[src/rtl/fdt_pkg.sv]
`default_nettype none
package fdt_pkg;

  localparam int MAX_PRECISION = 9;
  localparam int DEFAULT_PRECISION = 2;
  localparam int FIELD_W = 32;
  localparam int CHAR_W = 8;
  localparam int FD_W = 4;
  localparam int SCALE_W = 30;
  localparam int MANT_W = 24;
  localparam int PROD_W = MANT_W + SCALE_W;
  localparam int WORK_W = 64;
  localparam int CNT_W = 6;
  localparam int BCD_DIGITS = 19;
  localparam int BCD_W = 4 * BCD_DIGITS;
  localparam int IDX_W = 5;
  localparam int MUL_CNT_W = 5;
  localparam int CONV_CNT_W = 7;
  localparam int EXP_W = 9;
  localparam int RIGHT_LIMIT = 56;
  localparam int LEFT_LIMIT = 63;

  localparam logic [7:0] EXP_SPECIAL = 8'hFF;
  localparam logic [EXP_W-1:0] EXP_OFFSET = 9'd150;
  localparam logic [EXP_W-1:0] EXP_DENORM = 9'h16B;

  localparam logic [CHAR_W-1:0] CHAR_ZERO = 8'h30;
  localparam logic [CHAR_W-1:0] CHAR_DOT = 8'h2E;
  localparam logic [CHAR_W-1:0] CHAR_MINUS = 8'h2D;
  localparam logic [CHAR_W-1:0] CHAR_NONE = 8'h00;

  localparam logic REG_FRACTION_DIGITS = 1'b0;

  typedef enum logic [2:0] {
    CTL_IDLE, CTL_MUL, CTL_RND, CTL_ALIGN, CTL_ROUND, CTL_SHIFT, CTL_CONV, CTL_EMIT
  } ctl_state_t;

  typedef enum logic [2:0] {
    EM_IDLE, EM_FLAG, EM_SIGN, EM_DIGIT, EM_DOT
  } emit_state_t;

  typedef struct packed {
    logic            start;
    logic            flag;
    logic            neg;
    logic [FD_W-1:0] prec;
  } emit_req_t;

  function automatic logic [SCALE_W-1:0] pow10(input logic [FD_W-1:0] p);
    logic [SCALE_W-1:0] r;
    case (p)
      4'd1:    r = 30'd10;
      4'd2:    r = 30'd100;
      4'd3:    r = 30'd1000;
      4'd4:    r = 30'd10000;
      4'd5:    r = 30'd100000;
      4'd6:    r = 30'd1000000;
      4'd7:    r = 30'd10000000;
      4'd8:    r = 30'd100000000;
      4'd9:    r = 30'd1000000000;
      default: r = 30'd1;
    endcase
    return r;
  endfunction

endpackage
`default_nettype wire

[src/rtl/fdt_in_if.sv]
`default_nettype none
interface fdt_in_if;
  import fdt_pkg::*;
  logic               valid;
  logic               ready;
  logic [FIELD_W-1:0] float_bits;
  modport source(output valid, output float_bits, input ready);
  modport sink(input valid, input float_bits, output ready);
endinterface
`default_nettype wire

[src/rtl/fdt_out_if.sv]
`default_nettype none
interface fdt_out_if;
  import fdt_pkg::*;
  logic              valid;
  logic              ready;
  logic [CHAR_W-1:0] out_char;
  logic              last_char;
  logic              out_of_range;
  modport source(output valid, output out_char, output last_char, output out_of_range,
                 input ready);
  modport sink(input valid, input out_char, input last_char, input out_of_range,
               output ready);
endinterface
`default_nettype wire

[src/rtl/fdt_mul.sv]
`default_nettype none
module fdt_mul (
  input  logic                          clk,
  input  logic                          rst,
  input  logic                          start,
  input  logic [fdt_pkg::MANT_W-1:0]    mcand,
  input  logic [fdt_pkg::SCALE_W-1:0]   mplier,
  output logic                          done,
  output logic [fdt_pkg::PROD_W-1:0]    prod
);
  import fdt_pkg::*;

  logic                  run;
  logic [MUL_CNT_W-1:0]  cnt;
  logic [MANT_W-1:0]     mc;
  logic [SCALE_W-1:0]    sc;
  logic [PROD_W-1:0]     addend;

  assign addend = sc[SCALE_W-1] ? PROD_W'(mc) : '0;

  always_ff @(posedge clk) begin
    if (rst) begin
      run  <= 1'b0;
      done <= 1'b0;
      cnt  <= '0;
    end else begin
      done <= 1'b0;
      if (start) begin
        run <= 1'b1;
        cnt <= MUL_CNT_W'(SCALE_W);
      end else if (run) begin
        cnt <= cnt - 1'b1;
        if (cnt == MUL_CNT_W'(1)) begin
          run  <= 1'b0;
          done <= 1'b1;
        end
      end
    end
  end

  always_ff @(posedge clk) begin
    if (start) begin
      mc   <= mcand;
      sc   <= mplier;
      prod <= '0;
    end else if (run) begin
      prod <= {prod[PROD_W-2:0], 1'b0} + addend;
      sc   <= {sc[SCALE_W-2:0], 1'b0};
    end
  end

endmodule
`default_nettype wire

[src/rtl/fdt_dabble.sv]
`default_nettype none
module fdt_dabble (
  input  logic                        clk,
  input  logic                        rst,
  input  logic                        start,
  input  logic [fdt_pkg::WORK_W-1:0]  bin,
  output logic                        done,
  output logic [fdt_pkg::BCD_W-1:0]   bcd
);
  import fdt_pkg::*;

  logic                  run;
  logic [CONV_CNT_W-1:0] cnt;
  logic [WORK_W-1:0]     sh;
  logic [BCD_W-1:0]      adj;

  always_comb begin
    for (int i = 0; i < BCD_DIGITS; i++) begin
      adj[4*i +: 4] = (bcd[4*i +: 4] >= 4'd5) ? bcd[4*i +: 4] + 4'd3 : bcd[4*i +: 4];
    end
  end

  always_ff @(posedge clk) begin
    if (rst) begin
      run  <= 1'b0;
      done <= 1'b0;
      cnt  <= '0;
    end else begin
      done <= 1'b0;
      if (start) begin
        run <= 1'b1;
        cnt <= CONV_CNT_W'(WORK_W);
      end else if (run) begin
        cnt <= cnt - 1'b1;
        if (cnt == CONV_CNT_W'(1)) begin
          run  <= 1'b0;
          done <= 1'b1;
        end
      end
    end
  end

  always_ff @(posedge clk) begin
    if (start) begin
      sh  <= bin;
      bcd <= '0;
    end else if (run) begin
      bcd <= {adj[BCD_W-2:0], sh[WORK_W-1]};
      sh  <= {sh[WORK_W-2:0], 1'b0};
    end
  end

endmodule
`default_nettype wire

[src/rtl/fdt_emit.sv]
`default_nettype none
module fdt_emit (
  input  logic                       clk,
  input  logic                       rst,
  input  fdt_pkg::emit_req_t         req,
  input  logic [fdt_pkg::BCD_W-1:0]  bcd,
  output logic                       busy,
  fdt_out_if.source                  text
);
  import fdt_pkg::*;

  emit_state_t       ph, ph_next;
  logic [BCD_W-1:0]  dg, dg_next;
  logic [IDX_W-1:0]  idx, idx_next;
  logic              started, started_next;
  logic [FD_W-1:0]   prec, prec_next;
  logic              ov, ov_next;
  logic [CHAR_W-1:0] oc, oc_next;
  logic              ol, ol_next;
  logic              of, of_next;
  logic              slot_free;
  logic [3:0]        top_d;
  logic              at_point;

  assign slot_free = !ov || text.ready;
  assign top_d = dg[BCD_W-1 -: 4];
  assign at_point = idx == IDX_W'(prec);
  assign busy = ph != EM_IDLE;

  assign text.valid = ov;
  assign text.out_char = oc;
  assign text.last_char = ol;
  assign text.out_of_range = of;

  always_comb begin
    ph_next = ph;
    dg_next = dg;
    idx_next = idx;
    started_next = started;
    prec_next = prec;
    ov_next = ov && !text.ready;
    oc_next = oc;
    ol_next = ol;
    of_next = of;
    case (ph)
      EM_IDLE: begin
        if (req.start) begin
          dg_next = bcd;
          idx_next = IDX_W'(BCD_DIGITS - 1);
          started_next = 1'b0;
          prec_next = req.prec;
          if (req.flag) begin
            ph_next = EM_FLAG;
          end else if (req.neg) begin
            ph_next = EM_SIGN;
          end else begin
            ph_next = EM_DIGIT;
          end
        end
      end
      EM_FLAG: begin
        if (slot_free) begin
          ov_next = 1'b1;
          oc_next = CHAR_NONE;
          ol_next = 1'b1;
          of_next = 1'b1;
          ph_next = EM_IDLE;
        end
      end
      EM_SIGN: begin
        if (slot_free) begin
          ov_next = 1'b1;
          oc_next = CHAR_MINUS;
          ol_next = 1'b0;
          of_next = 1'b0;
          ph_next = EM_DIGIT;
        end
      end
      EM_DIGIT: begin
        if (!started && top_d == 4'd0 && idx > IDX_W'(prec)) begin
          dg_next = {dg[BCD_W-5:0], 4'd0};
          idx_next = idx - 1'b1;
        end else if (slot_free) begin
          ov_next = 1'b1;
          oc_next = CHAR_ZERO + CHAR_W'(top_d);
          ol_next = idx == '0;
          of_next = 1'b0;
          started_next = 1'b1;
          dg_next = {dg[BCD_W-5:0], 4'd0};
          idx_next = idx - 1'b1;
          if (at_point) begin
            ph_next = EM_DOT;
          end else if (idx == '0) begin
            ph_next = EM_IDLE;
          end
        end
      end
      EM_DOT: begin
        if (slot_free) begin
          ov_next = 1'b1;
          oc_next = CHAR_DOT;
          ol_next = 1'b0;
          of_next = 1'b0;
          ph_next = EM_DIGIT;
        end
      end
      default: begin
        ph_next = EM_IDLE;
      end
    endcase
  end

  always_ff @(posedge clk) begin
    if (rst) begin
      ph <= EM_IDLE;
      ov <= 1'b0;
    end else begin
      ph <= ph_next;
      ov <= ov_next;
    end
  end

  always_ff @(posedge clk) begin
    dg <= dg_next;
    idx <= idx_next;
    started <= started_next;
    prec <= prec_next;
    oc <= oc_next;
    ol <= ol_next;
    of <= of_next;
  end

endmodule
`default_nettype wire

[src/rtl/float_to_fixed_decimal_text_core.sv]
// channel | dir | payload                              | transaction
// num     | in  | float_bits[31:0]                     | valid & ready
// text    | out | out_char[7:0], last_char, out_of_range | valid & ready
// cfg     | in  | APB, fraction_digits at byte 0        | psel & penable & pwrite
//
// One value at a time: a shift-add multiply, rounding, a bit-serial alignment shift
// (up to 63 bits left or 55 bits right), double dabble, then the characters: sign,
// BCD digits (19 positions, leading zeros above the point skipped) and point, each held
// while text stalls. NaN, infinity and out-of-range values emit one flagged character.
// Reset is synchronous on rst and clears control and fraction_digits.
// A stalled text channel holds the character register; num is taken again
// once the last character sits in that register.
`default_nettype none
module float_to_fixed_decimal_text_core (
  input  logic        clk,
  input  logic        rst,
  input  logic        psel,
  input  logic        penable,
  input  logic        pwrite,
  input  logic [2:0]  paddr,
  input  logic [31:0] pwdata,
  output logic [31:0] prdata,
  output logic        pready,
  fdt_in_if.sink      num,
  fdt_out_if.source   text
);
  import fdt_pkg::*;

  ctl_state_t               state, state_next;
  logic [FD_W-1:0]          fd;
  logic [FD_W-1:0]          prec;
  logic [WORK_W-1:0]        w, w_next;
  logic signed [EXP_W-1:0]  ep, ep_next;
  logic [CNT_W-1:0]         cnt, cnt_next;
  logic                     left, left_next;
  logic                     ovf, ovf_next;
  logic                     neg, neg_next;

  logic [7:0]               exp_f;
  logic [MANT_W-1:0]        mant_in;
  logic signed [EXP_W-1:0]  e_in;
  logic                     neg_in;
  logic                     accept;
  logic [EXP_W-1:0]         kk;
  logic [WORK_W-1:0]        half;
  logic                     tie;
  logic                     rb_hi, rb_lo;

  logic                     mul_start, mul_done;
  logic [PROD_W-1:0]        prod;
  logic                     conv_start, conv_done;
  logic [BCD_W-1:0]         bcd;
  emit_req_t                emit_req;
  logic                     emit_busy;

  assign pready = 1'b1;
  assign prdata = (paddr[2] == REG_FRACTION_DIGITS) ? {28'd0, fd} : 32'd0;

  always_ff @(posedge clk) begin
    if (rst) begin
      fd <= '0;
    end else if (psel && penable && pwrite && paddr[2] == REG_FRACTION_DIGITS) begin
      fd <= pwdata[FD_W-1:0];
    end
  end

  always_comb begin
    if (fd == '0) begin
      prec = FD_W'(DEFAULT_PRECISION);
    end else if (fd > FD_W'(MAX_PRECISION)) begin
      prec = FD_W'(MAX_PRECISION);
    end else begin
      prec = fd;
    end
  end

  assign exp_f = num.float_bits[30:23];
  assign mant_in = {exp_f != 8'd0, num.float_bits[22:0]};
  assign e_in = (exp_f == 8'd0) ? $signed(EXP_DENORM) : $signed({1'b0, exp_f} - EXP_OFFSET);
  assign neg_in = num.float_bits[31] && (num.float_bits[30:0] != 31'd0);
  assign num.ready = state == CTL_IDLE;
  assign accept = num.valid && num.ready;

  assign kk = EXP_W'(-ep);
  always_comb begin
    half = '0;
    for (int i = 0; i < RIGHT_LIMIT; i++) begin
      half[i] = kk == EXP_W'(i + 1);
    end
  end
  assign tie = (ep == '0) && !w[53] && w[52] && w[0];
  assign rb_hi = w[1] && (w[0] || w[2]);
  assign rb_lo = w[0] && w[1];

  always_comb begin
    state_next = state;
    w_next = w;
    ep_next = ep;
    cnt_next = cnt;
    left_next = left;
    ovf_next = ovf;
    neg_next = neg;
    mul_start = 1'b0;
    conv_start = 1'b0;
    emit_req = '{start: 1'b0, flag: 1'b0, neg: neg, prec: prec};
    case (state)
      CTL_IDLE: begin
        if (accept) begin
          neg_next = neg_in;
          ep_next = e_in;
          if (exp_f == EXP_SPECIAL) begin
            emit_req.start = 1'b1;
            emit_req.flag = 1'b1;
            state_next = CTL_EMIT;
          end else begin
            mul_start = 1'b1;
            state_next = CTL_MUL;
          end
        end
      end
      CTL_MUL: begin
        if (mul_done) begin
          w_next = WORK_W'(prod);
          state_next = CTL_RND;
        end
      end
      CTL_RND: begin
        if (w[53]) begin
          w_next = {1'b0, w[WORK_W-1:1]} + WORK_W'(rb_lo);
          ep_next = ep + EXP_W'(1);
        end
        state_next = CTL_ALIGN;
      end
      CTL_ALIGN: begin
        ovf_next = 1'b0;
        cnt_next = '0;
        left_next = 1'b1;
        state_next = CTL_SHIFT;
        if (!ep[EXP_W-1]) begin
          if (ep > EXP_W'(LEFT_LIMIT)) begin
            ovf_next = 1'b1;
          end else begin
            w_next = w + WORK_W'(tie);
            cnt_next = ep[CNT_W-1:0];
          end
        end else if (kk >= EXP_W'(RIGHT_LIMIT)) begin
          w_next = '0;
        end else begin
          w_next = w + half;
          cnt_next = kk[CNT_W-1:0];
          left_next = 1'b0;
          state_next = CTL_ROUND;
        end
      end
      CTL_ROUND: begin
        if (w[54]) begin
          w_next = {w[WORK_W-1:2], 2'b00} + (rb_hi ? WORK_W'(4) : '0);
        end else if (w[53]) begin
          w_next = {w[WORK_W-1:1], 1'b0} + (rb_lo ? WORK_W'(2) : '0);
        end
        state_next = CTL_SHIFT;
      end
      CTL_SHIFT: begin
        if (cnt == '0) begin
          if (ovf || w[WORK_W-1]) begin
            emit_req.start = 1'b1;
            emit_req.flag = 1'b1;
            state_next = CTL_EMIT;
          end else begin
            conv_start = 1'b1;
            state_next = CTL_CONV;
          end
        end else begin
          cnt_next = cnt - 1'b1;
          if (left) begin
            ovf_next = ovf || w[WORK_W-1];
            w_next = {w[WORK_W-2:0], 1'b0};
          end else begin
            w_next = {1'b0, w[WORK_W-1:1]};
          end
        end
      end
      CTL_CONV: begin
        if (conv_done) begin
          emit_req.start = 1'b1;
          state_next = CTL_EMIT;
        end
      end
      CTL_EMIT: begin
        if (!emit_busy) begin
          state_next = CTL_IDLE;
        end
      end
      default: begin
        state_next = CTL_IDLE;
      end
    endcase
  end

  always_ff @(posedge clk) begin
    if (rst) begin
      state <= CTL_IDLE;
    end else begin
      state <= state_next;
    end
  end

  always_ff @(posedge clk) begin
    w <= w_next;
    ep <= ep_next;
    cnt <= cnt_next;
    left <= left_next;
    ovf <= ovf_next;
    neg <= neg_next;
  end

  fdt_mul u_mul (
    .clk    (clk),
    .rst    (rst),
    .start  (mul_start),
    .mcand  (mant_in),
    .mplier (pow10(prec)),
    .done   (mul_done),
    .prod   (prod)
  );

  fdt_dabble u_dabble (
    .clk   (clk),
    .rst   (rst),
    .start (conv_start),
    .bin   (w),
    .done  (conv_done),
    .bcd   (bcd)
  );

  fdt_emit u_emit (
    .clk  (clk),
    .rst  (rst),
    .req  (emit_req),
    .bcd  (bcd),
    .busy (emit_busy),
    .text (text)
  );

endmodule
`default_nettype wire
[src/flat_wrapper.sv]
// flat-port wrapper written by rule: the top's interface ports become plain ports
module float_to_fixed_decimal_text_core_flat import fdt_pkg::*;
  (clk, rst, psel, penable, pwrite, paddr, pwdata, prdata, pready, num_valid, num_float_bits, num_ready, text_valid, text_out_char, text_last_char, text_out_of_range, text_ready);
  fdt_in_if num_i ();
  fdt_out_if text_i ();
  input  logic clk;
  input  logic rst;
  input  logic psel;
  input  logic penable;
  input  logic pwrite;
  input  logic [2:0] paddr;
  input  logic [31:0] pwdata;
  output logic [31:0] prdata;
  output logic pready;
  input wire logic [$bits(num_i.valid)-1:0] num_valid;
  input wire logic [$bits(num_i.float_bits)-1:0] num_float_bits;
  output wire logic [$bits(num_i.ready)-1:0] num_ready;
  output wire logic [$bits(text_i.valid)-1:0] text_valid;
  output wire logic [$bits(text_i.out_char)-1:0] text_out_char;
  output wire logic [$bits(text_i.last_char)-1:0] text_last_char;
  output wire logic [$bits(text_i.out_of_range)-1:0] text_out_of_range;
  input wire logic [$bits(text_i.ready)-1:0] text_ready;
  assign num_i.valid = num_valid;
  assign num_i.float_bits = num_float_bits;
  assign num_ready = num_i.ready;
  assign text_valid = text_i.valid;
  assign text_out_char = text_i.out_char;
  assign text_last_char = text_i.last_char;
  assign text_out_of_range = text_i.out_of_range;
  assign text_i.ready = text_ready;
  float_to_fixed_decimal_text_core u_core (.clk(clk), .rst(rst), .psel(psel), .penable(penable), .pwrite(pwrite), .paddr(paddr), .pwdata(pwdata), .prdata(prdata), .pready(pready), .num(num_i), .text(text_i));
endmodule
[config.mk]
export PLATFORM = sky130hd
export DESIGN_NAME = float_to_fixed_decimal_text_core_flat
export DESIGN_NICKNAME = d
export VERILOG_FILES = /design/src/rtl/fdt_pkg.sv /design/src/rtl/fdt_in_if.sv /design/src/rtl/fdt_out_if.sv /design/src/rtl/fdt_mul.sv /design/src/rtl/fdt_dabble.sv /design/src/rtl/fdt_emit.sv /design/src/rtl/float_to_fixed_decimal_text_core.sv /design/src/flat_wrapper.sv
export SDC_FILE = /design/constraint.sdc
export NUM_CORES = 2
export LEC_CHECK = 0
export ABC_CLOCK_PERIOD_IN_PS = 5100
export BUFFER_PORTS_ARGS = -buffer_cell sky130_fd_sc_hd__buf_2
export CAP_MARGIN = 5
export CORE_MARGIN = 3
export CORE_UTILIZATION = 45
export DETAILED_ROUTE_END_ITERATION = 7
export MAX_ROUTING_LAYER = met4
export PLACE_DENSITY = 0.64
export SYNTH_ARGS = -nofsm -noshare
export SYNTH_HDL_FRONTEND = slang
export SYNTH_SLANG_ARGS = --single-unit
[constraint.sdc]
create_clock -name clk -period 5.1 [get_ports clk]
set_input_delay 0.255 -clock clk [delete_from_list [all_inputs] [get_ports clk]]
set_output_delay 0.255 -clock clk [all_outputs]
set_load 0.02 [all_outputs]
==> metrics <==
fin. max-slew vios=0; first-pass GRT wire length=162,000 um; Hold Fails Final Rpt=0; number of nets in the layout=4,129; post-synthesis async set-or-reset flop share=0; HP Class=input port to register; core area=71,700 sq um; initial antenna violation count=1; Synth cell types=105; CP Max Fanout=5; clk_skew=0.0524 ns; Ports=119; Max Root-Sink Buffers=3; fmax=0.203 GHz; DRT antenna net count=0; final worst path period need=4.93 ns; CTS root buffer=clkbuf_16; most frequent cells in the layout=470 x nand2_1, 455 x nor2_1, 294 x edfxtp_1, 290 x a21oi_1, 283 x o21ai_0; DRT iter0 DRCs=3,133; Hold WS=0.0233 ns; gpl congestion=1.05; die area=75,800 sq um; EDFF count, synth=294; H-tree Lvls=2; Setup crit start kind=register; gr ovfl total=0; Syn Area/Cell=8.38 sq um; post-route non-filler standard cell count=4,903; Slew headroom=0.129; Vias=29,571; # rows=98; drt first pass iters=6; Worst setup EP type=register; maximum vdd drop=0.463 mV; CTS buffer count=51; clock slew at reported path FFs=0.06 ns; reg2reg setup slack=0.17 ns; R2R cell count=17; final core utilization=0.506; register area=12,000 sq um; Worst Path Arrival=5.30 ns; Synth warnings=0; Setup CP Type=register to register; clk_lat worst skew=0.64 ns; power density cells=533 nW/um^2; drt wl/cell=21.6 um; die height=275 um; number of I/O port buffers=57; Reg-to-Reg Start=u_core.ep[0]$_DFFE_PP_; hpwl dp=76,300 um; Max Cap Viol=0; final WL=106,000 um; outcome=finished, final reports clean; DRC violations left=0; final period utilization=0.966; FF-to-FF End=u_core.w[45]$_DFFE_PP_; post-synthesis sequential area ratio=0.367; Static Leak=13.6 nW; Cell Area, Synth=32,700 sq um; area grow syn2layout=11.2%; Inst Count DP=4,774; fill count=6,821; largest net degree at the start of global routing=150; GRT Total Usage=0.281; Synth Flop Type=edfxtp_1; Post-Syn Instances=3,896; #FFs+latches synth=451; CTS tree=yes; Slew @ Worst Pin=1.30 ns; Crit path required time=5.47 ns; sinks on the clock net=451; most common cell after layout, fill and taps aside=nand2_1; setup TNS=0 ns; vias in the first global route=27,552; initial core utilization=0.455; share of cells above drive strength 1=0.114; CP startpoint=u_core.ep[0]$_DFFE_PP_; CP endpoint=u_core.w[45]$_DFFE_PP_; Avg Vias per Cell=6.03; area of the multi-input gates=19,200 sq um; Final Setup Violations=0; Chip Width=275 um
metal layers:
metal	vias to the layer above	global-route usage	part of all wire
met4	0	0.137	0.058
met3	293	0.0420	0.080
met5	-	-	0
met2	1301	0.411	0.43
li1	13975	-	-
met1	14002	0.379	0.43
cells by family after synthesis:
| group | Yosys count | share of synthesized area |
|---|---|---|
| flops | 451 | 0.367 |
| other cells | 2 | 0.000230 |
| xor+xnor | 287 | 0.0770 |
| buf+inv | 405 | 0.0529 |
| simple gates | 1457 | 0.206 |
| fa+ha+maj | 146 | 0.0564 |
| mux | 166 | 0.0536 |
| compound gates | 982 | 0.188 |
synth_stat cells (29+ instances only):
cell        n  area, sq um
o22ai_1    49          307
mux2_2     71          800
xnor2_1   178         1560
nand2b_1   35          219
xor2_1    109          955
nor2_1    459         1720
a221oi_1   31          272
dfxtp_1   157         3140
nand3_1   110          551
o21ai_0   284         1420
nand2_1   474         1780
a21oi_1   291         1460
edfxtp_1  294         8830
buf_2      30          150
buf_4      40          300
o221ai_1   33          289
mux2i_1    95          951
nand4_1    59          369
a31oi_1    41          257
a211oi_1   29          218
and3_1     33          206
inv_1     105          394
ha_1      144         1800
clkbuf_1  193          724
and2_1     47          294
a21o_1     51          383
nor3_1     88          440
state kept, by name, summed over array words and instances (netlist names), 7 cells and up:
signal / flops
u_core.ep: 9
u_core.u_dabble.bcd: 76
u_core.u_dabble.cnt: 7
u_core.u_dabble.sh: 64
u_core.u_emit.dg: 76
u_core.u_mul.mc: 24
u_core.u_mul.prod: 54
u_core.u_mul.sc: 30
u_core.w: 64
cell type report:
cell class / instances / share of cell area
sequential: 451 / 0.330
clock inverter: 25 / 0.0113
inverter: 109 / 0.0113
antenna: 1 / 0.0000689
tap: 950 / 0.0327
multi-input combinational: 3069 / 0.530
timing repair buffer: 227 / 0.0452
clock buffer: 71 / 0.0397
where the power goes:
group / switching [mW] / internal (mW)
clock: 1.61 / 2.41
combinational: 5.45 / 3.08
sequential: 1.62 / 5.21
total: 8.67 / 10.7
what timing repair did:
action	4_1_cts	5_1_grt
hold buffers	27	0
gates resized for setup	1	32
buffers inserted	0	5
setup endpoints to repair	1	36
pin swaps	0	8
hold endpoints to repair	27	0
worst min path at each step:
| stage | startpoint | to | slack [ns] | depth (start not counted) |
|---|---|---|---|---|
| 6_report | num_float_bits[24] | u_core.ep[1]$_DFFE_PP_ | 0.02 | 2 |
| 5_1_grt | num_float_bits[31] | u_core.neg$_DFFE_PP_ | 0.004 | 2 |
| 4_1_cts | num_float_bits[24] | u_core.ep[1]$_DFFE_PP_ | 0.004 | 2 |
| 3_5_place_dp | num_float_bits[7] | u_core.u_mul.mc[7]$_DFFE_PP_ | 0.45 | 1 |
| 3_3_place_gp | num_float_bits[18] | u_core.u_mul.mc[18]$_DFFE_PP_ | 0.45 | 1 |
| 2_1_floorplan | num_float_bits[0] | u_core.u_mul.mc[0]$_DFFE_PP_ | 0.35 | 0 |
stage by stage:
| step | power, mW | area, sq um | worst slack, ns |
|---|---|---|---|
| finish | 19.4 | 36300 | 0.172 |
| global route | 20.4 | 36300 | -0.0127 |
| CTS | 19.1 | 36100 | 0.0413 |
| detailed placement | 15.0 | 34000 | 0.0313 |
| global placement | 14.9 | 34000 | 0.0947 |
| floorplan | 12.1 | 32800 | 0.130 |
worst max-delay path, stage by stage, from the launching register on:
cell and delay (ns):
edfxtp_1 0.46, or3_1 0.34, a21o_1 0.18, mux2_2 0.29
or3_4 0.38, or2_2 0.34, inv_1 0.07, ha_1 0.21
a21o_1 0.20, and4_1 0.21, o21ai_0 0.34, o31ai_2 0.13
a31oi_1 0.33, o211ai_1 0.20, a31oi_2 0.28, xnor2_1 0.23
a221oi_1 0.36, nor2_1 0.08
(Power assumes the default switching activity.)
